## config.mk

```make
export PLATFORM = sky130hd
export DESIGN_NAME = lsm_store
export DESIGN_NICKNAME = d
export VERILOG_FILES = /design/src/rtl/core/lsm_pkg.sv /design/src/rtl/core/lsm_store.sv
export SDC_FILE = /design/constraint.sdc
export NUM_CORES = 2
export LEC_CHECK = 0
export BUFFER_PORTS_ARGS = -buffer_cell sky130_fd_sc_hd__buf_4
export CAP_MARGIN = 25
export CORE_UTILIZATION = 43
export CTS_CLUSTER_DIAMETER = 60
export DETAILED_ROUTE_END_ITERATION = 6
export HOLD_SLACK_MARGIN = 0.15
export PLACE_DENSITY = 0.57
export SETUP_SLACK_MARGIN = 0.2
export SLEW_MARGIN = 10
export SYNTH_ARGS = -nofsm -noshare
export SYNTH_HDL_FRONTEND = slang
export SYNTH_SLANG_ARGS = --single-unit
```

## constraint.sdc

```tcl
create_clock -name clk -period 7.5 [get_ports clk]
set_input_delay 1.125 -clock clk [delete_from_list [all_inputs] [get_ports clk]]
set_output_delay 1.125 -clock clk [all_outputs]
set_load 0.05 [all_outputs]
```

## src/rtl/core/lsm_pkg.sv

```systemverilog
// Shared types, constants and the CORDIC angle table of the line segment matcher.
// No dependencies; every other file of the block imports this package.
package lsm_pkg;

  localparam int MAX_LINES_DEF = 32;

  // Field widths
  localparam int COORD_W  = 16;
  localparam int DIFF_W   = COORD_W + 1;        // endpoint difference, signed
  localparam int SUM_W    = COORD_W + 1;        // start + end, unsigned
  localparam int MID_W    = COORD_W + 2;        // midpoint difference, signed
  localparam int RAD_W    = 42;                 // squared length << 8
  localparam int LEN_W    = RAD_W / 2;          // length, 1/16 pixel
  localparam int IDX_W    = 6;
  localparam int ANGLE_W  = 23;
  localparam int COST_W   = 34;

  // CORDIC datapath
  localparam int CORDIC_STEPS = 20;
  localparam int DOT_W        = 2 * DIFF_W + 1;
  localparam int XY_W         = DOT_W + 2;
  localparam int Z_W          = 26;
  localparam int ZC_W         = 24;
  localparam int DEG_ONE      = 65536;
  localparam logic signed [Z_W-1:0] Z_90  = Z_W'(90 * DEG_ONE);
  localparam logic signed [Z_W-1:0] Z_180 = Z_W'(180 * DEG_ONE);

  // Register reset values
  localparam logic [ANGLE_W-1:0] ANGLE_RESET    = ANGLE_W'(50 * 256);
  localparam logic [COST_W-1:0]  MIDPOINT_RESET = COST_W'(100 * 256);

  // Operation codes
  localparam logic [1:0] OP_CLEAR = 2'd0;
  localparam logic [1:0] OP_LOAD  = 2'd1;
  localparam logic [1:0] OP_PROBE = 2'd2;

  // Register indexes
  localparam logic [1:0] CFG_ANGLE    = 2'd0;
  localparam logic [1:0] CFG_MIDPOINT = 2'd1;

  // One stored segment, with its length worked out at load time
  typedef struct packed {
    logic [COORD_W-1:0] xs;
    logic [COORD_W-1:0] ys;
    logic [COORD_W-1:0] xe;
    logic [COORD_W-1:0] ye;
    logic [LEN_W-1:0]   len;
    logic               zero;
  } entry_t;

  // Probe segment, held for the whole sweep
  typedef struct packed {
    logic signed [DIFF_W-1:0] ux;
    logic signed [DIFF_W-1:0] uy;
    logic [SUM_W-1:0]         sx;
    logic [SUM_W-1:0]         sy;
    logic [LEN_W-1:0]         len;
    logic                     zero;
  } probe_t;

  // Sideband that rides along the compare pipeline
  typedef struct packed {
    logic               valid;
    logic               end_tok;
    logic               zero;
    logic [IDX_W-1:0]   idx;
    logic [COORD_W-1:0] xs;
    logic [COORD_W-1:0] ys;
    logic [COORD_W-1:0] xe;
    logic [COORD_W-1:0] ye;
  } side_t;

  typedef struct packed {
    side_t             side;
    logic [COST_W-1:0] mc;
    logic [COST_W-1:0] lc;
  } carry_t;

  // Result of one compare, or the end-of-probe token
  typedef struct packed {
    logic               valid;
    logic               end_tok;
    logic               match;
    logic [IDX_W-1:0]   idx;
    logic [COORD_W-1:0] xs;
    logic [COORD_W-1:0] ys;
    logic [COORD_W-1:0] xe;
    logic [COORD_W-1:0] ye;
    logic [ANGLE_W-1:0] ac;
    logic [COST_W-1:0]  mc;
    logic [COST_W-1:0]  lc;
  } res_t;

  // atan(2^-i) in degrees, 16 fractional bits
  function automatic logic signed [Z_W-1:0] atan_deg(input int i);
    logic [21:0] v;
    case (i)
      0:  v = 22'd2949120;
      1:  v = 22'd1740967;
      2:  v = 22'd919879;
      3:  v = 22'd466945;
      4:  v = 22'd234379;
      5:  v = 22'd117304;
      6:  v = 22'd58666;
      7:  v = 22'd29335;
      8:  v = 22'd14668;
      9:  v = 22'd7334;
      10: v = 22'd3667;
      11: v = 22'd1833;
      12: v = 22'd917;
      13: v = 22'd458;
      14: v = 22'd229;
      15: v = 22'd115;
      16: v = 22'd57;
      17: v = 22'd29;
      18: v = 22'd14;
      19: v = 22'd7;
      default: v = 22'd0;
    endcase
    return $signed({{(Z_W-22){1'b0}}, v});
  endfunction

endpackage

```

## src/rtl/core/lsm_store.sv

```systemverilog
// Segment store: one write port and one registered read port.
// Depends on lsm_pkg for the entry type.
module lsm_store #(
  parameter int MAX_LINES = lsm_pkg::MAX_LINES_DEF,
  parameter int AW        = 5
) (
  input  logic            clk,
  input  logic            we,
  input  logic [AW-1:0]   waddr,
  input  lsm_pkg::entry_t wdata,
  input  logic            re,
  input  logic [AW-1:0]   raddr,
  output lsm_pkg::entry_t rdata
);
  import lsm_pkg::*;

  entry_t mem [MAX_LINES];

  always_ff @(posedge clk) begin
    if (we) begin
      mem[waddr] <= wdata;
    end
    if (re) begin
      rdata <= mem[raddr];
    end
  end

endmodule

```

# Word level (Yosys, flattened, before mapping)
# Memories as Yosys holds them, arrays and structs flattened. A register that Yosys moved wholly into a read port is not among the register bits.
# Cells that the tools add are included.
[word_totals] ff_bits=0 ram_bits=2752 in_bits=99 output_inout_bits=86 wordCells=3 memories=1
[mem_list] name="mem" words=32 word_bits=86 rd=1 rd_ports_with_merged_regs=1 write_ports=1 line="lsm_store.sv:17" rtl="entry_t mem [MAX_LINES];"
[classes] n_mux=2
[ops] cell="$mux 1" n=2

# Depth between registers and ports, before layout
[depth] ltp_word=2 ltp_mapped=9

# Worst setup path before layout
# OpenSTA, ideal clock, no wires.
[synth_path] path_type="input to register" from="input port waddr[1]" to="memory mem[12][0] (netlist bit), enable pin" arrival_time_ns=5.370 setup_slack_ns=1.598 cell_stages=3 path_cell_list="or3b_2 > clkbuf_1 > nor2_1"
[synth_rtl] item="start: declaration" line="lsm_store.sv:9" rtl="input logic [AW-1:0] waddr,"
[synth_rtl] item="end: declaration" line="lsm_store.sv:17"
# Straight into the memory's write port.

==> metrics.txt <==
status completed; share of cells above drive strength 1 19.6%; Core ar. about 250000 sq um; number of DRC markers in iteration 0 5691; share of power burned in registers a little over half; crit path capture type flop; hold crit path type in -> reg; Comb power frac about 5%; drt via density 5.92; number of detailed-route iterations in the first pass 5; clock transition at the registers of the reported paths roughly 0.060 ns; final wirelength between 200000 and 300000 um; Least-Margin Pin Slew between 1 and 1.5 ns; Post-Synthesis Cells 5022; Final Hold Fails 0; Worst EP arrival 4.24 ns; Post-DP HPWL 130000 um; TritonCTS clock tree yes; fmax between 200 and 300 MHz; net switching power between 7 and 8 mW; WHS just under 0.6 ns; # IOs 185; largest net degree at the start of global routing 111; worst skew pair latency roughly 0.94 ns; Final min period 3.54 ns; fill count approximately 20k; chip height roughly 500 um; Layout Utilization about half; PortBufs roughly 180; initial antenna violation count 24; GRT Util Overall 22.7%; number of max-cap violations 0; FF+latch count, synth 2838; Post-DP Area roughly 110000 sq um; DRC errors left 0; largest area contributor in the synthesized netlist edfxtp_1; CTS Sinks roughly 2.8k; setup bufs post-CTS 0; total CTS buffers slightly above 300; most common cell after layout, fill and taps aside edfxtp_1; Critical Path Start Type primary input; gpl congestion approximately 0.73; Syn Area/Cell ~21 sq um; post-route cell area around 120000 sq um; Cell Chain, Critical Path buf_6 -> buf_4 -> and3_4 -> buf_4 -> a22oi_1 -> nand4_1; Root Driver clkbuf_16; synthesized net count 5121; via count between 50k and 60k; Distinct cells, synth 27; final setup fails 0; Top Family by Delay on Critical Path buffers and inverters; Setup WS post-layout 3.96 ns; Seq/Total Area, Yosys between 70 and 80%; Crit Path Max Fanout 47; Synth Warn # 0; number of global-route vias before repair 52.7k; Max Slew Vio Count 0; period utilisation layout between 40% and 50%; CP max stage delay 0.85 ns; setup_tns 0 ns; most frequent cells in the layout edfxtp_1, mux2i_1, a22oi_1, mux4_2, clkbuf_16; Worst Skew about 0.06 ns; antenna viol nets, final 0; FP Rows roughly 180; critical path's slowest cell and3_4; dpl ws roughly 3.0 ns; RSZ-0062 raised after global routing false; global route overflow 0; WP buf/inv 3; Peak VDD IR 0.166 mV; Resized Gates After CTS 0; Critical Path Most Common Cell buf_4; Max Buffers Root-to-Sink 4; first-pass GRT wire length approximately 400000 um; Die ar. 251000 sq um; # hold bufs at CTS 0; Synth Cell Area between 100000 and 150000 sq um; Clock Power Share 42.3%; data required time of the critical path between 8 and 9 ns; Max-slew headroom about 23%; Int Pwr between 20 and 30 mW; wire length per cell between 30 and 40 um; sw frac between 20% and 30%; post-route insts no fill 8866; total power approximately 34 mW; Die X approximately 500 um; Area contributors post-synth edfxtp_1, mux4_2, mux2i_1; Initial Util between 40% and 50%; Nets ~5.4k; placed cell count 8334; top cell type's share of synthesized area approximately 80%; area grow syn2layout 14.2%; Pleak just under 40 nW; critical path class in -> reg; pwr dens approximately 280 nW/um^2; H-Tree Depth 5
==> power by group through the flow <==
stage | clock [mW] | sequential (mW) | combinational [mW]
after floorplan | 0 | 18.3 | 0.820
after global routing | 15.1 | 17.8 | 1.78
after detailed placement | 0 | 18.1 | 1.69
final | 14.3 | 17.8 | 1.67
after CTS | 14.5 | 17.8 | 1.69
after global placement | 0 | 18.1 | 1.66
==> registers in the layout, indices dropped and copies added (netlist names) <==
register  count
mem        2752
rdata        86
==> kinds of logic after synthesis <==
family,synth area share [%]
compound gates,3.96
flops,79.6
simple gates,1.48
buf+inv,1.34
mux,13.7
==> final timing paths <==
kind	endpoint	from	slack [ns]	cells after the start
worst max register to register	rdata[56]	mem[22][56]	5.74	3
worst min register to register	rdata[62]	mem[25][62]	0.76	4
worst max-delay path	rdata[56]	raddr[1]	3.96	6
worst min-delay path	mem[18][75]	wdata[75]	0.59	1
==> layer usage <==
layer,global-route usage (%),vias to the layer above,routed length (um)
met2,37.3,1997,140000
met5,0,-,56
met1,31.0,28200,119000
li1,-,21800,-
met4,6.71,8,8020
met3,3.81,497,18400
==> cell type report <==
| cell class | instances | area (sq um) | share of cell area, % |
|---|---|---|---|
| multi-input combinational | 1897 | 20800 | 17.0 |
| clock buffer | 374 | 8100 | 6.62 |
| sequential | 2838 | 85200 | 69.7 |
| antenna | 5 | 12.5 | 0.0102 |
| clock inverter | 150 | 1270 | 1.04 |
| tap | 3312 | 4140 | 3.39 |
| timing repair buffer | 290 | 2760 | 2.26 |
==> cells in the mapped netlist <==
cell type / n
a22o_1: 48
a22oi_1: 463
a31oi_1: 48
a32oi_1: 5
and2_0: 1
and2_1: 10
and2b_1: 1
and3_1: 2
and3b_1: 1
buf_1: 10
buf_2: 106
buf_4: 31
buf_6: 13
clkbuf_1: 124
clkbuf_4: 3
edfxtp_1: 2838
mux2i_1: 688
mux4_2: 344
nand2_1: 2
nand3_1: 163
nand3b_1: 5
nand4_1: 49
nor2_1: 41
nor2b_1: 20
nor3_1: 3
or3_1: 1
or3b_2: 2
Note: power is estimated with default switching activity, not from simulation.
