===== src/rtl/core/lsm_pkg.sv =====
// Shared types, constants and the CORDIC angle table of the line segment matcher.
// No dependencies; every other file of the block imports this package.
package lsm_pkg;

  localparam int MAX_LINES_DEF = 32;

  // Field widths
  localparam int COORD_W  = 16;
  localparam int DIFF_W   = COORD_W + 1;        // endpoint difference, signed
  localparam int SUM_W    = COORD_W + 1;        // start + end, unsigned
  localparam int MID_W    = COORD_W + 2;        // midpoint difference, signed
  localparam int RAD_W    = 42;                 // squared length << 8
  localparam int LEN_W    = RAD_W / 2;          // length, 1/16 pixel
  localparam int IDX_W    = 6;
  localparam int ANGLE_W  = 23;
  localparam int COST_W   = 34;

  // CORDIC datapath
  localparam int CORDIC_STEPS = 20;
  localparam int DOT_W        = 2 * DIFF_W + 1;
  localparam int XY_W         = DOT_W + 2;
  localparam int Z_W          = 26;
  localparam int ZC_W         = 24;
  localparam int DEG_ONE      = 65536;
  localparam logic signed [Z_W-1:0] Z_90  = Z_W'(90 * DEG_ONE);
  localparam logic signed [Z_W-1:0] Z_180 = Z_W'(180 * DEG_ONE);

  // Register reset values
  localparam logic [ANGLE_W-1:0] ANGLE_RESET    = ANGLE_W'(50 * 256);
  localparam logic [COST_W-1:0]  MIDPOINT_RESET = COST_W'(100 * 256);

  // Operation codes
  localparam logic [1:0] OP_CLEAR = 2'd0;
  localparam logic [1:0] OP_LOAD  = 2'd1;
  localparam logic [1:0] OP_PROBE = 2'd2;

  // Register indexes
  localparam logic [1:0] CFG_ANGLE    = 2'd0;
  localparam logic [1:0] CFG_MIDPOINT = 2'd1;

  // One stored segment, with its length worked out at load time
  typedef struct packed {
    logic [COORD_W-1:0] xs;
    logic [COORD_W-1:0] ys;
    logic [COORD_W-1:0] xe;
    logic [COORD_W-1:0] ye;
    logic [LEN_W-1:0]   len;
    logic               zero;
  } entry_t;

  // Probe segment, held for the whole sweep
  typedef struct packed {
    logic signed [DIFF_W-1:0] ux;
    logic signed [DIFF_W-1:0] uy;
    logic [SUM_W-1:0]         sx;
    logic [SUM_W-1:0]         sy;
    logic [LEN_W-1:0]         len;
    logic                     zero;
  } probe_t;

  // Sideband that rides along the compare pipeline
  typedef struct packed {
    logic               valid;
    logic               end_tok;
    logic               zero;
    logic [IDX_W-1:0]   idx;
    logic [COORD_W-1:0] xs;
    logic [COORD_W-1:0] ys;
    logic [COORD_W-1:0] xe;
    logic [COORD_W-1:0] ye;
  } side_t;

  typedef struct packed {
    side_t             side;
    logic [COST_W-1:0] mc;
    logic [COST_W-1:0] lc;
  } carry_t;

  // Result of one compare, or the end-of-probe token
  typedef struct packed {
    logic               valid;
    logic               end_tok;
    logic               match;
    logic [IDX_W-1:0]   idx;
    logic [COORD_W-1:0] xs;
    logic [COORD_W-1:0] ys;
    logic [COORD_W-1:0] xe;
    logic [COORD_W-1:0] ye;
    logic [ANGLE_W-1:0] ac;
    logic [COST_W-1:0]  mc;
    logic [COST_W-1:0]  lc;
  } res_t;

  // atan(2^-i) in degrees, 16 fractional bits
  function automatic logic signed [Z_W-1:0] atan_deg(input int i);
    logic [21:0] v;
    case (i)
      0:  v = 22'd2949120;
      1:  v = 22'd1740967;
      2:  v = 22'd919879;
      3:  v = 22'd466945;
      4:  v = 22'd234379;
      5:  v = 22'd117304;
      6:  v = 22'd58666;
      7:  v = 22'd29335;
      8:  v = 22'd14668;
      9:  v = 22'd7334;
      10: v = 22'd3667;
      11: v = 22'd1833;
      12: v = 22'd917;
      13: v = 22'd458;
      14: v = 22'd229;
      15: v = 22'd115;
      16: v = 22'd57;
      17: v = 22'd29;
      18: v = 22'd14;
      19: v = 22'd7;
      default: v = 22'd0;
    endcase
    return $signed({{(Z_W-22){1'b0}}, v});
  endfunction

endpackage


===== src/rtl/core/lsm_sqrt.sv =====
// Iterative integer square root, two radicand bits per cycle.
// Depends on lsm_pkg for the radicand and root widths.
module lsm_sqrt (
  input  logic                      clk,
  input  logic                      rst,
  input  logic                      start,
  input  logic [lsm_pkg::RAD_W-1:0] radicand,
  output logic                      done,
  output logic [lsm_pkg::LEN_W-1:0] root
);
  import lsm_pkg::*;

  localparam int REM_W  = LEN_W + 2;
  localparam int STEP_W = $clog2(LEN_W + 1);

  logic [RAD_W-1:0]  rad;
  logic [REM_W-1:0]  rem;
  logic [STEP_W-1:0] cnt;
  logic              busy;

  logic [REM_W+1:0]  rem_sh;
  logic [REM_W+1:0]  trial;
  logic [REM_W-1:0]  rem_next;
  logic [LEN_W-1:0]  root_next;

  // One restoring step
  always_comb begin
    rem_sh = {rem, rad[RAD_W-1:RAD_W-2]};
    trial  = {{(REM_W+2-LEN_W-2){1'b0}}, root, 2'b01};
    if (rem_sh >= trial) begin
      rem_next  = REM_W'(rem_sh - trial);
      root_next = {root[LEN_W-2:0], 1'b1};
    end else begin
      rem_next  = rem_sh[REM_W-1:0];
      root_next = {root[LEN_W-2:0], 1'b0};
    end
  end

  always_ff @(posedge clk) begin
    if (rst) begin
      busy <= 1'b0;
      done <= 1'b0;
      cnt  <= '0;
    end else begin
      done <= 1'b0;
      if (start) begin
        busy <= 1'b1;
        cnt  <= STEP_W'(LEN_W);
        rad  <= radicand;
        rem  <= '0;
        root <= '0;
      end else if (busy) begin
        rad  <= {rad[RAD_W-3:0], 2'b00};
        rem  <= rem_next;
        root <= root_next;
        cnt  <= cnt - 1'b1;
        if (cnt == STEP_W'(1)) begin
          busy <= 1'b0;
          done <= 1'b1;
        end
      end
    end
  end

endmodule


===== config.mk =====
export PLATFORM = sky130hd
export DESIGN_NAME = lsm_sqrt
export DESIGN_NICKNAME = d
export VERILOG_FILES = /design/src/rtl/core/lsm_pkg.sv /design/src/rtl/core/lsm_sqrt.sv
export SDC_FILE = /design/constraint.sdc
export NUM_CORES = 1
export LEC_CHECK = 0
export BUFFER_PORTS_ARGS = -buffer_cell sky130_fd_sc_hd__buf_2
export CORE_MARGIN = 2
export CORE_UTILIZATION = 55
export CTS_CLUSTER_SIZE = 24
export DETAILED_ROUTE_END_ITERATION = 6
export PLACE_DENSITY = 0.76
export SYNTH_ARGS = -nofsm -noshare
export SYNTH_HDL_FRONTEND = slang
export SYNTH_SLANG_ARGS = --single-unit

===== constraint.sdc =====
create_clock -name clk -period 12 [get_ports clk]
set_input_delay 2.4 -clock clk [delete_from_list [all_inputs] [get_ports clk]]
set_output_delay 2.4 -clock clk [all_outputs]
set_load 0.05 [all_outputs]

---- After elaboration in Yosys (flattened, before gate mapping) ----
Index checks and enable logic that the tools add are counted.
storage, ports and cells
  word-level logic and storage cells ...... 29
  input port bits ......................... 45
  output and inout port bits .............. 22
  flip-flop bits (word level) ............. 93
operators by class
  reductions and logical operators ........ 4
  order comparisons ....................... 1
  bitwise logic cells ..................... 2
  multiplexer cells ....................... 12
  add/sub/neg operators ................... 2
  eq/ne operators ......................... 1
operator list
  kind                 count
  $mux 42              2
  $mux 23              2
  $ge 25x23->1         1
  $sub 23x23->23       1
  $mux 21              1
  $mux 5               2
  $eq 5x1->1 const B   1
  $mux 1               5
  $sub 5x1->5 const B  1
  $reduce_or 3->1      1
  $not 1->1            2
  $reduce_and 2->1     1
  $reduce_bool 2->1    1
  $reduce_or 2->1      1

---- Logic depth before layout (Yosys ltp) ----
Gate-level depths: netlist of run 1.
  depth in word-level cells ............... 4
  mapped depth ............................ 12
  mapped depth without buffers ............ 9

---- Worst setup path after synthesis of run 1 ----
Ideal clock, no wire load.
  kind .................................... input -> register
  start ................................... input start
  end ..................................... register rad[0], enable pin
  buffers on the path ..................... 2
  arrival ................................. 6563 ps
  setup time .............................. 531 ps
  path slack .............................. 4906 ps
  stages .................................. 4
  required time ........................... 11469 ps
  cells stage by stage .................... clkbuf_1 clkbuf_1 nor2_1 nor2_1
on the way
  cells in the longest elaborated chain, start to end .. 2
ends and longest elaborated chain
  what                         RTL line        text
  start, declared              lsm_sqrt.sv:6   input logic start,
  $reduce_bool 2->1 (no line)  n/a
  $reduce_and 2->1 (no line)   n/a
  end signal, assigned         lsm_sqrt.sv:49  rad <= radicand;
  end signal, assigned         lsm_sqrt.sv:53  rad <= {rad[RAD_W-3:0], 2'b00};
  end, declared                lsm_sqrt.sv:16  logic [RAD_W-1:0] rad;
No other way between the ends.
A chain may end at the register's enable or synchronous reset.

---- Final worst setup path of run 1 ----
  start ................................... input start
  end ..................................... register root[16] in the netlist's numbering, enable pin
on the way
  cells in the longest elaborated chain, start to end .. 2
ends and longest elaborated chain
  what                         RTL line        text
  $reduce_bool 2->1 (no line)  n/a
  $reduce_and 2->1 (no line)   n/a
  end signal, assigned         lsm_sqrt.sv:55  root <= root_next;
  end, declared                lsm_sqrt.sv:9   output logic [lsm_pkg::LEN_W-1:0] root
No other way between the ends.

==> results of run 1 <==
worst register-to-register path, stage by stage (launching register included):
cell and delay [ps]:
edfxtp_1 410, ha_1 480, a21oi_1 150, o21ai_0 300, a21oi_1 120, o221ai_1 260, a41o_1 770, mux2i_1 320
nor2_1 70
cell usage in the layout (no fill, tap or decap), drive strengths merged, types with 4 or more instances in the layout:
cell type  count
a21o           5
a21oi         30
and2           4
and3           8
buf           68
clkbuf         9
dfxtp          7
edfxtp        86
ha            25
inv           33
mux2          40
mux2i         13
nand2         27
nand3          9
nand4          4
nor2          59
nor2b          4
nor3           6
o21ai         18
o31ai          6
xnor2         13
xor2           7
logic make-up (layout without fill, tap and decap cells):
family,count (synthesis),count (layout),share of synthesized area
simple gates,129,129,0.111
flops,93,93,0.512
compound gates,86,86,0.108
buf+inv,71,114,0.0678
mux,53,53,0.109
fa+ha+maj,25,25,0.0588
xor+xnor,20,20,0.0329
synth_stat cells, drive strengths merged, types with 4 or more instances:
master   n  area share
a21o     5      0.0071
a21oi   30       0.030
and2     4      0.0047
and3     8       0.010
buf     27       0.036
clkbuf  13      0.0094
dfxtp    7       0.026
edfxtp  86        0.49
ha      25       0.059
inv     31       0.022
mux2    40       0.085
mux2i   13       0.024
nand2   27       0.019
nand3    9      0.0085
nand4    4      0.0047
nor2    59       0.042
nor2b    4      0.0047
nor3     6      0.0056
o21ai   18       0.019
o31ai    6      0.0085
xnor2   13       0.021
xor2     7       0.012
where the power goes:
part	total (µW)	switching [µW]	internal, µW
Clock	232	114	118
Combinational	212	128	83.9
Sequential	399	11.7	388
how the worst max path moves through the flow:
stage                      from                     end  cells past startpoint
after floorplan           start    rad[0]$_SDFFCE_PN0P_                      4
after global placement    start   rem[15]$_SDFFCE_PP0P_                      4
after detailed placement  start   rem[10]$_SDFFCE_PP0P_                      4
after CTS                 start   rem[11]$_SDFFCE_PP0P_                      4
after global routing      start  root[16]$_SDFFCE_PP0P_                      4
final                     start  root[16]$_SDFFCE_PP0P_                      4
per-stage QoR:
stage / hold WS [ps] / instances / total power (µW)
finish: 508 / 649 / 843
global route: 566 / 649 / 887
CTS: 517 / 649 / 849
detailed placement: 504 / 634 / 616
global placement: 487 / 634 / 611
floorplan: 469 / 477 / 578
final cells by class:
type,instances,share of cell area
Clock buffer,9,0.0213
Clock inverter,6,0.0164
Inverter,31,0.0200
Multi-Input combinational cell,313,0.386
Sequential cell,93,0.469
Tap cell,129,0.0278
Timing Repair Buffer,68,0.0595
metal layers:
layer / up-vias / share of wire / wire [µm] / track usage
met2: 78 / 0.49 / 4760 / 0.311
met4: 0 / 0.014 / 136 / 0.0697
met3: 10 / 0.044 / 431 / 0.0424
met5: - / 0 / 0 / 0
met1: 1726 / 0.45 / 4420 / 0.261
li1: 1791 / - / - / -
sequential cells by signal, summed over array words and instances, names as in the netlist:
register / count
cnt: 5
root: 21
busy: 1
rem: 23
rad: 42
done: 1
==> metrics.cfg, run 1 <==
[detailed_routing]
residual_drc=0
vias_per_cell=5.55
route.antenna.remaining_nets=0
finalWirelength_um=9750
dr.pass1.iters=5
number_of_vias_after_detailed_routing=3605
drt_first_iter_violations=237
drt-wirelength-per-cell_um=15.0

[timing]
final.setup_skew_ps=13.6
minimum_clock_period_ps=4400
achievable_frequency_ghz=0.227
max_slew_margin=0.371
slew_violations=0
worstMarginPinSlew_ps=944
report.final.setup_viol=0
timing.setup.tns_ps=0
final_worst_path_period_share=0.367
final_count_of_hold_timing_violations=0
grt_setup_unrepaired=false
final.setup.worst_slack_ps=7600

[grt]
globalRouteTotalUtil=0.194
first_global_vias=3415
antenna_found_initial=0
globalRoute.totalOverflow=0
grt_pass1_wl_um=15800
pin_count_of_the_biggest_net_entering_global_routing=67

[synthesis]
netlist_area_mm2=0.00532
postSynth.asyncResetShare=0
yosysSeqAreaShare=0.512
mappedNetlistNets=547
syn_area_cell_um2=11.1
synth_enable_flop_cells=86
synthDistinctLibCells=54
total_of_flip_flops_plus_latches_after_synthesis=93
yosys_warnings=0
synth_flop_cell=edfxtp_1
synthesis.instances=477

[job]
cap_viol_max_count=0

[setup_path]
cell_by_cell_listing_of_the_critical_path=buf_2, nor2_1, nor2_4, buf_4
crit_slowest_cell=buf_4
worst_setup_path_end_kind=flop
cpPeakStageDelay_ps=710
setup.worst_path.class=primary input to flop
startpoint_type=primary input
worstPathMaxFanout=55
critical_path.n_buffers_inverters=2
worst-r2r-cell-count=8
path_delay_family=buffers and inverters
worst-endpoint-required_ps=11990
timing.reg2reg.setup_slack_ps=8850
crit-reg2reg-launch=rem[16]$_SDFFCE_PP0P_
cp_data_arrival_time_ps=4390
timing.rr.end=rem[10]$_SDFFCE_PP0P_

[layout]
area_growth_pct=9.20
fillerInstances=769
seq_area_mm2=0.00272
area_used_by_multi_input_combinational_logic_mm2=0.00224
nNetsFinal=586
post-route-cell-area_mm2=0.00581
layout-drive-gt1-share=0.252
layout.core_utilization=0.623
n_antenna_cell=0

[clocking]
cts_hold_repair.buffers=0
cts_post_setup_buffers_inserted=0
clock_sink_count=93
postCtsResizedCells=0
clkSlewWorstSetupHoldPaths_ps=90
cts_tree=yes
clockBufferDepth=2
clk_latency_ps=360
cts-htree-levels=3
cts_root_buffer=clkbuf_8
inserted_clock_buffers=9

[floorplan]
die-area_mm2=0.0105
floorplan.initialDensity=0.570
io-pin-count=67
std_cell_rows=35
core_outline_area_mm2=0.00933
chipHeight_um=102
fp.dieW_um=102

[placement]
placed_cell_area_mm2=0.00559
place_congestion=0.925
dp_hpwl_um=6890
portBuffers=66
worst_slack_placed_ps=7160

[pwr]
peakVddDrop_mv=0.0866
power_per_cell_area_mw_per_mm2=145
static-leakage-power_uw=0.00235

[min_path]
hp-start=cnt[1]$_SDFFE_PP0P_
whs_path_depth=2
hold_worst_path_end=cnt[1]$_SDFFE_PP0P_
min_path_type=flop to flop

[status]
run_status=finished clean

Note: power is estimated with default switching activity, not from simulation.
==> inputs of run 2 (changes only) <==
--- a/config.mk
+++ b/config.mk
@@ -5,6 +5,7 @@
 export SDC_FILE = /design/constraint.sdc
 export NUM_CORES = 1
 export LEC_CHECK = 0
+export ABC_AREA = 1
 export BUFFER_PORTS_ARGS = -buffer_cell sky130_fd_sc_hd__buf_2
 export CORE_MARGIN = 2
 export CORE_UTILIZATION = 55
==> constraint.sdc (replaced) <==
create_clock -name clk -period 4.62 [get_ports clk]
set_input_delay 0.924 -clock clk [delete_from_list [all_inputs] [get_ports clk]]
set_output_delay 0.924 -clock clk [all_outputs]
set_load 0.05 [all_outputs]
==> metrics.cfg, run 2 <==
[status]
run_status=finished clean  ; unchanged

[layout]
largest_register_ffs=42  ; unchanged
biggestRegsByFlops=rad (42), rem (23), root (21)  ; unchanged
fillerInstances=954  ; was 769
n_antenna_cell=0  ; unchanged
mostFrequentLayoutCells=311 x nand2_1, 105 x inv_1, 91 x nor2_1  ; was 86 x edfxtp_1, 66 x buf_2, 58 x nor2_1
registers.top_by_ff_count=rad  ; unchanged
nNetsFinal=875  ; was 586
area_growth_pct=7.55  ; was 9.20%
final_common_cell=nand2_1  ; was edfxtp_1
stdcell_count=945  ; was 649
layout-drive-gt1-share=0.133  ; was 0.252

[setup_path]
cpPeakStageDelay_ps=430  ; was 710 ps
setup.worst_path.class=flop to flop  ; was primary input to flop
crit-reg2reg-launch=rem[17]$_SDFFCE_PP0P_  ; was rem[16]$_SDFFCE_PP0P_
crit_slowest_cell=edfxtp_1  ; was buf_4
worst_setup_path_end_kind=flop  ; unchanged
timing.reg2reg.setup_slack_ps=2080  ; was 8850 ps
timing.rr.end=rem[15]$_SDFFCE_PP0P_  ; was rem[10]$_SDFFCE_PP0P_
cp_data_arrival_time_ps=2670  ; was 4390 ps
worst-endpoint-required_ps=4740  ; was 11990 ps
cpMostUsedCell=nand2_1
cell_by_cell_listing_of_the_critical_path=ha_1, nand2_1, inv_1, nand2_1, nand2_1, nand2_1, nand2_1, a21oi_4, nand3_4, o21ai_1, nor2_1  ; was buf_2, nor2_1, nor2_4, buf_4
worst-r2r-cell-count=11  ; was 8
startpoint_type=flop  ; was primary input
critical_path.n_buffers_inverters=1  ; was 2
path_delay_family=simple AND/OR/NAND/NOR gates  ; was buffers and inverters
worstPathMaxFanout=42  ; was 55

[timing]
report.final.setup_viol=0  ; unchanged
final_count_of_hold_timing_violations=0  ; unchanged
minimum_clock_period_ps=2540
achievable_frequency_ghz=0.393
worst_hold_slack_across_all_endpoints_ps=486  ; was 508 ps
final.setup.worst_slack_ps=2080  ; was 7600 ps
max_slew_margin=0.288  ; was 0.371
grt_setup_unrepaired=false  ; unchanged
worstMarginPinSlew_ps=1070  ; was 944 ps
slew_violations=0  ; unchanged
final_worst_path_period_share=0.551
final.setup_skew_ps=8.69  ; was 13.6 ps
timing.setup.tns_ps=0  ; unchanged

[clocking]
postCtsResizedCells=0  ; unchanged
clock_sink_count=93  ; unchanged
inserted_clock_buffers=9  ; unchanged
clkSlewWorstSetupHoldPaths_ps=90  ; about the same
clk_latency_ps=370  ; was 360 ps
cts_post_setup_buffers_inserted=0  ; unchanged
clockBufferDepth=2  ; unchanged
cts_hold_repair.buffers=0  ; unchanged
cts_tree=yes  ; unchanged
cts_root_buffer=clkbuf_8  ; unchanged
cts-htree-levels=3  ; unchanged

[detailed_routing]
residual_drc=0  ; unchanged
vias_per_cell=4.93  ; was 5.55
drt_first_iter_violations=216  ; was 237
finalWirelength_um=11400  ; was 9750 µm
number_of_vias_after_detailed_routing=4662  ; was 3605
dr.pass1.iters=5  ; unchanged
route.antenna.remaining_nets=0  ; unchanged
drt-wirelength-per-cell_um=12.1  ; was 15.0 µm

[placement]
worst_slack_placed_ps=2120  ; was 7160 ps
place_inst=930  ; was 634
place_congestion=0.953  ; was 0.925
dp_hpwl_um=8260  ; was 6890 µm
portBuffers=66  ; unchanged

[grt]
globalRouteTotalUtil=0.213  ; was 0.194
antenna_found_initial=0  ; unchanged
grt_pass1_wl_um=19600  ; was 15800 µm
globalRoute.totalOverflow=0  ; unchanged
pin_count_of_the_biggest_net_entering_global_routing=88  ; was 67
first_global_vias=4463  ; was 3415

[pwr]
static-leakage-power_uw=0.00325  ; was 0.00235 µW
peakVddDrop_mv=0.188  ; was 0.0866 mV
power_per_cell_area_mw_per_mm2=334  ; was 145 mW/mm²

[synthesis]
netlist_top_cells_area=edfxtp_1 44%, nand2_1 20%, inv_1 6.8%  ; was edfxtp_1 49%, mux2_2 8.5%, ha_1 5.9%
library_cell_with_the_highest_instance_count_after_synthesis=nand2_1  ; was edfxtp_1
mappedNetlistNets=834  ; was 547
synth_enable_flop_cells=86  ; unchanged
yosys_warnings=0  ; unchanged
synth_flop_cell=edfxtp_1  ; unchanged
syn_area_cell_um2=7.66  ; was 11.1 µm²
total_of_flip_flops_plus_latches_after_synthesis=93  ; unchanged
synthDominantCellAreaShare=0.441  ; was 0.486
ys_top_cells_by_count=311 x nand2_1, 106 x inv_1, 91 x nor2_1  ; was 86 x edfxtp_1, 59 x nor2_1, 40 x mux2_2
synthesis.instances=764  ; was 477
netlist_area_mm2=0.00585  ; was 0.00532 mm²
synthDistinctLibCells=34  ; was 54
postSynth.asyncResetShare=0  ; unchanged
yosysSeqAreaShare=0.465  ; was 0.512
netlist.top_cell.by_area=edfxtp_1  ; unchanged

[floorplan]
io-pin-count=67  ; unchanged
fp.dieW_um=107  ; was 102 µm
core_outline_area_mm2=0.0103  ; was 0.00933 mm²
die-area_mm2=0.0115  ; was 0.0105 mm²
floorplan.initialDensity=0.567  ; was 0.570
std_cell_rows=37  ; was 35
chipHeight_um=107  ; was 102 µm

[min_path]
hold_worst_path_end=cnt[4]$_SDFFE_PP0N_  ; was cnt[1]$_SDFFE_PP0P_
whs_path_depth=2  ; unchanged
min_path_type=flop to flop  ; unchanged
hp-start=cnt[4]$_SDFFE_PP0N_  ; was cnt[1]$_SDFFE_PP0P_

[job]
cap_viol_max_count=0  ; unchanged

run 2: metrics by stage:
step           utilization  area [µm²]  total power, µW
6_report             0.610        6290             2100
5_1_grt              0.610        6290             2230
4_1_cts              0.610        6290             2110
3_5_place_dp         0.593        6120             1620
3_3_place_gp         0.593        6120             1610
2_1_floorplan            -        5850             1510
run 2: cell families after synthesis:
group | Yosys count | synth area share
compound gates | 27 | 0.0276
fa+ha+maj | 25 | 0.0535
buf+inv | 147 | 0.114
xor+xnor | 9 | 0.0135
flops | 93 | 0.465
simple gates | 463 | 0.326
run 2: layout make-up:
class	count	area, µm²	share of cell area
Tap cell	136	170	0.0270
Timing Repair Buffer	69	353	0.0561
Sequential cell	93	2720	0.433
Clock buffer	9	124	0.0197
Multi-Input combinational cell	524	2470	0.393
Inverter	108	405	0.0644
Clock inverter	6	46.3	0.00736
run 2: how the worst max path moves through the flow:
stage	from	end	slack, ps	cells past startpoint
final	rem[17]$_SDFFCE_PP0P_	rem[15]$_SDFFCE_PP0P_	2080	11
after global routing	root[18]$_SDFFCE_PP0P_	rem[22]$_SDFFCE_PP0P_	1830	14
after CTS	root[18]$_SDFFCE_PP0P_	rem[15]$_SDFFCE_PP0P_	2090	12
after detailed placement	rem[17]$_SDFFCE_PP0P_	rem[22]$_SDFFCE_PP0P_	2120	13
after global placement	start	root[5]$_SDFFCE_PP0P_	2170	4
after floorplan	start	busy$_SDFF_PP0_	790	4
run 2: metal layers:
layer / up-vias / track usage / wire [µm]
met5: - / 0 / 0
met4: 0 / 0.0835 / 219
met3: 18 / 0.0274 / 549
met2: 117 / 0.360 / 5470
met1: 2097 / 0.277 / 5200
li1: 2430 / - / -
run 2: worst register-to-register path, cell delays in order, from the launching register on:
cell and delay, ps:
edfxtp_1 430, ha_1 390, nand2_1 150, inv_1 60
nand2_1 60, nand2_1 80, nand2_1 70, nand2_1 80
a21oi_4 210, nand3_4 400, o21ai_1 320, nor2_1 70
run 2: report_power, final:
| part | switching, µW | internal [µW] | total [µW] |
|---|---|---|---|
| Sequential | 28.7 | 1000 | 1030 |
| Combinational | 378 | 190 | 568 |
| Clock | 305 | 197 | 501 |
| Total | 712 | 1390 | 2100 |
==> inputs of run 3 (changes only) <==
--- a/config.mk
+++ b/config.mk
@@ -5,7 +5,7 @@
 export SDC_FILE = /design/constraint.sdc
 export NUM_CORES = 1
 export LEC_CHECK = 0
-export ABC_AREA = 1
+export ABC_AREA = 0
 export BUFFER_PORTS_ARGS = -buffer_cell sky130_fd_sc_hd__buf_2
 export CORE_MARGIN = 2
 export CORE_UTILIZATION = 55
==> constraint.sdc (replaced) <==
create_clock -name clk -period 2.5 [get_ports clk]
set_input_delay 0.5 -clock clk [delete_from_list [all_inputs] [get_ports clk]]
set_output_delay 0.5 -clock clk [all_outputs]
set_load 0.05 [all_outputs]
==> metrics.cfg, run 3 (same netlist as run 1, synthesis figures left out) <==
[detailed_routing]
finalWirelength_um=11100  ; was 11400 µm
route.antenna.remaining_nets=0  ; unchanged
vias_per_cell=5.62  ; was 4.93
dr.pass1.iters=5  ; unchanged
number_of_vias_after_detailed_routing=3802  ; was 4662
residual_drc=0  ; unchanged
drt_first_iter_violations=186  ; was 216
drt-wirelength-per-cell_um=16.3  ; was 12.1 µm

[layout]
registers.top_by_ff_count=rad  ; unchanged
area_growth_pct=18.5  ; was 7.55%
largest_register_ffs=42  ; unchanged
fillerInstances=723  ; was 954
mostFrequentLayoutCells=86 x edfxtp_1, 66 x buf_2, 54 x nor2_1  ; was 311 x nand2_1, 105 x inv_1, 91 x nor2_1
nNetsFinal=613  ; was 875
final_common_cell=edfxtp_1  ; was nand2_1
layout.core_utilization=0.675  ; was 0.610
stdcell_count=677  ; was 945
layout-drive-gt1-share=0.370  ; was 0.133
biggestRegsByFlops=rad (42), rem (23), root (21)  ; unchanged
n_antenna_cell=0  ; unchanged

[setup_path]
timing.critical_path.from=rem[5]$_SDFFCE_PP0P_  ; was rem[17]$_SDFFCE_PP0P_
cp.depth=8  ; was 11
startpoint_type=flop  ; unchanged
timing.reg2reg.setup_slack_ps=50  ; was 2080 ps
worstPathMaxFanout=5  ; was 42
cell_by_cell_listing_of_the_critical_path=ha_4, and3_1, and3_4, a21oi_4, o21ai_4, a41oi_4, or4_4, a21oi_2  ; was ha_1, nand2_1, inv_1, nand2_1, nand2_1, nand2_1, nand2_1, a21oi_4, nand3_4, o21ai_1, nor2_1
worst_setup_path_end_kind=flop  ; unchanged
critical_path.n_buffers_inverters=0  ; was 1
path_delay_family=simple AND/OR/NAND/NOR gates  ; unchanged
crit_end=rem[21]$_SDFFCE_PP0P_  ; was rem[15]$_SDFFCE_PP0P_
cp_data_arrival_time_ps=2680  ; was 2670 ps
worst-endpoint-required_ps=2730  ; was 4740 ps
worst-r2r-cell-count=8  ; was 11
setup.worst_path.class=flop to flop  ; unchanged
crit-reg2reg-launch=rem[5]$_SDFFCE_PP0P_  ; was rem[17]$_SDFFCE_PP0P_
cpPeakStageDelay_ps=570  ; was 430 ps
crit_slowest_cell=or4_4  ; was edfxtp_1
timing.rr.end=rem[21]$_SDFFCE_PP0P_  ; was rem[15]$_SDFFCE_PP0P_

[grt]
antenna_found_initial=0  ; unchanged
first_global_vias=3699  ; was 4463
globalRoute.totalOverflow=0  ; unchanged
grt_pass1_wl_um=17400  ; was 19600 µm
pin_count_of_the_biggest_net_entering_global_routing=57  ; was 88
globalRouteTotalUtil=0.214  ; was 0.213

[floorplan]
core_outline_area_mm2=0.00933  ; was 0.0103 mm²
die-area_mm2=0.0105  ; was 0.0115 mm²
fp.dieW_um=102  ; was 107 µm
io-pin-count=67  ; unchanged
std_cell_rows=35  ; was 37
chipHeight_um=102  ; was 107 µm
floorplan.initialDensity=0.570  ; was 0.567

[timing]
max_slew_margin=0.661  ; was 0.288
minimum_clock_period_ps=2450  ; was 2540 ps
final.setup.worst_slack_ps=50.3  ; was 2080 ps
achievable_frequency_ghz=0.408  ; was 0.393 GHz
worstMarginPinSlew_ps=503  ; was 1070 ps
grt_setup_unrepaired=true  ; was false
final_count_of_hold_timing_violations=0  ; unchanged
slew_violations=0  ; unchanged
final_worst_path_period_share=0.980  ; was 0.551
timing.setup.tns_ps=0  ; unchanged
final.setup_skew_ps=15.3  ; was 8.69 ps
report.final.setup_viol=0  ; unchanged
worst_hold_slack_across_all_endpoints_ps=409  ; was 486 ps

[placement]
place_congestion=0.932  ; was 0.953
worst_slack_placed_ps=-48.2  ; was 2120 ps
place_inst=659  ; was 930
portBuffers=66  ; unchanged
dp_hpwl_um=7720  ; was 8260 µm

[min_path]
min_path_type=primary input to flop  ; was flop to flop

[clocking]
cts_hold_repair.buffers=0  ; unchanged
clock_sink_count=93  ; unchanged
clkSlewWorstSetupHoldPaths_ps=100  ; was 90 ps
clk_latency_ps=380  ; was 370 ps
cts-htree-levels=3  ; unchanged
clockBufferDepth=2  ; unchanged
cts_tree=yes  ; unchanged
cts_root_buffer=clkbuf_8  ; unchanged
inserted_clock_buffers=9  ; unchanged

[status]
run_status=finished clean  ; unchanged

[pwr]
peakVddDrop_mv=0.350  ; was 0.188 mV
static-leakage-power_uw=0.00248  ; was 0.00325 µW
power_per_cell_area_mw_per_mm2=672  ; was 334 mW/mm²

[job]
cap_viol_max_count=0  ; unchanged

[run 3: routing by layer]
| metal | global-route usage | part of all wire | wire length (µm) | vias up |
|---|---|---|---|---|
| met1 | 0.287 | 0.44 | 4830 | 1855 |
| met2 | 0.354 | 0.51 | 5610 | 90 |
| met4 | 0.0779 | 0.018 | 201 | 0 |
| met5 | 0 | 0 | 0 | - |
| li1 | - | - | - | 1840 |
| met3 | 0.0349 | 0.038 | 419 | 17 |
[run 3: worst min-delay path by stage]
stage | depth (start not counted) | slack, ps | end | start
after CTS | 2 | 410 | rad[0]$_SDFFCE_PN0P_ | radicand[0]
after detailed placement | 2 | 510 | cnt[1]$_SDFFE_PP0P_ | cnt[1]$_SDFFE_PP0P_
after global routing | 2 | 400 | rad[27]$_DFFE_PP_ | radicand[27]
after global placement | 2 | 490 | cnt[1]$_SDFFE_PP0P_ | cnt[1]$_SDFFE_PP0P_
after floorplan | 2 | 470 | cnt[1]$_SDFFE_PP0P_ | cnt[1]$_SDFFE_PP0P_
final | 2 | 410 | rad[0]$_SDFFCE_PN0P_ | radicand[0]
[run 3: final cells by class]
type / instances / area [µm²] / share of cell area
Clock buffer: 10 / 128 / 0.0203
Multi-Input combinational cell: 313 / 2530 / 0.402
Clock inverter: 6 / 71.3 / 0.0113
Timing Repair Buffer: 95 / 568 / 0.0902
Tap cell: 129 / 161 / 0.0256
Sequential cell: 93 / 2720 / 0.432
Inverter: 31 / 116 / 0.0185
[run 3: per-stage QoR]
stage               instance area (µm²)  total power [µW]
detailed placement                 5800              3060
CTS                                6030              4100
finish                             6300              4230
global placement                   5800              3020
global route                       6300              4430
floorplan                          5360              2770
[run 3: where the power goes]
part           internal, µW  switching, µW
combinational           561            703
sequential             1860           66.1
clock                   472            571
[run 3: timing repair]
action | CTS | global route
buffers inserted | 0 | 2
resized for setup | 10 | 51
pin swaps | 0 | 9
endpoints found under the setup margin | 4 | 23
[run 3: worst register-to-register path, cell delays in order (launching register included)]
cell and delay [ps]:
edfxtp_1 440, ha_4 320, and3_1 190, and3_4 210
a21oi_4 70, o21ai_4 180, a41oi_4 170, or4_4 570
a21oi_2 150
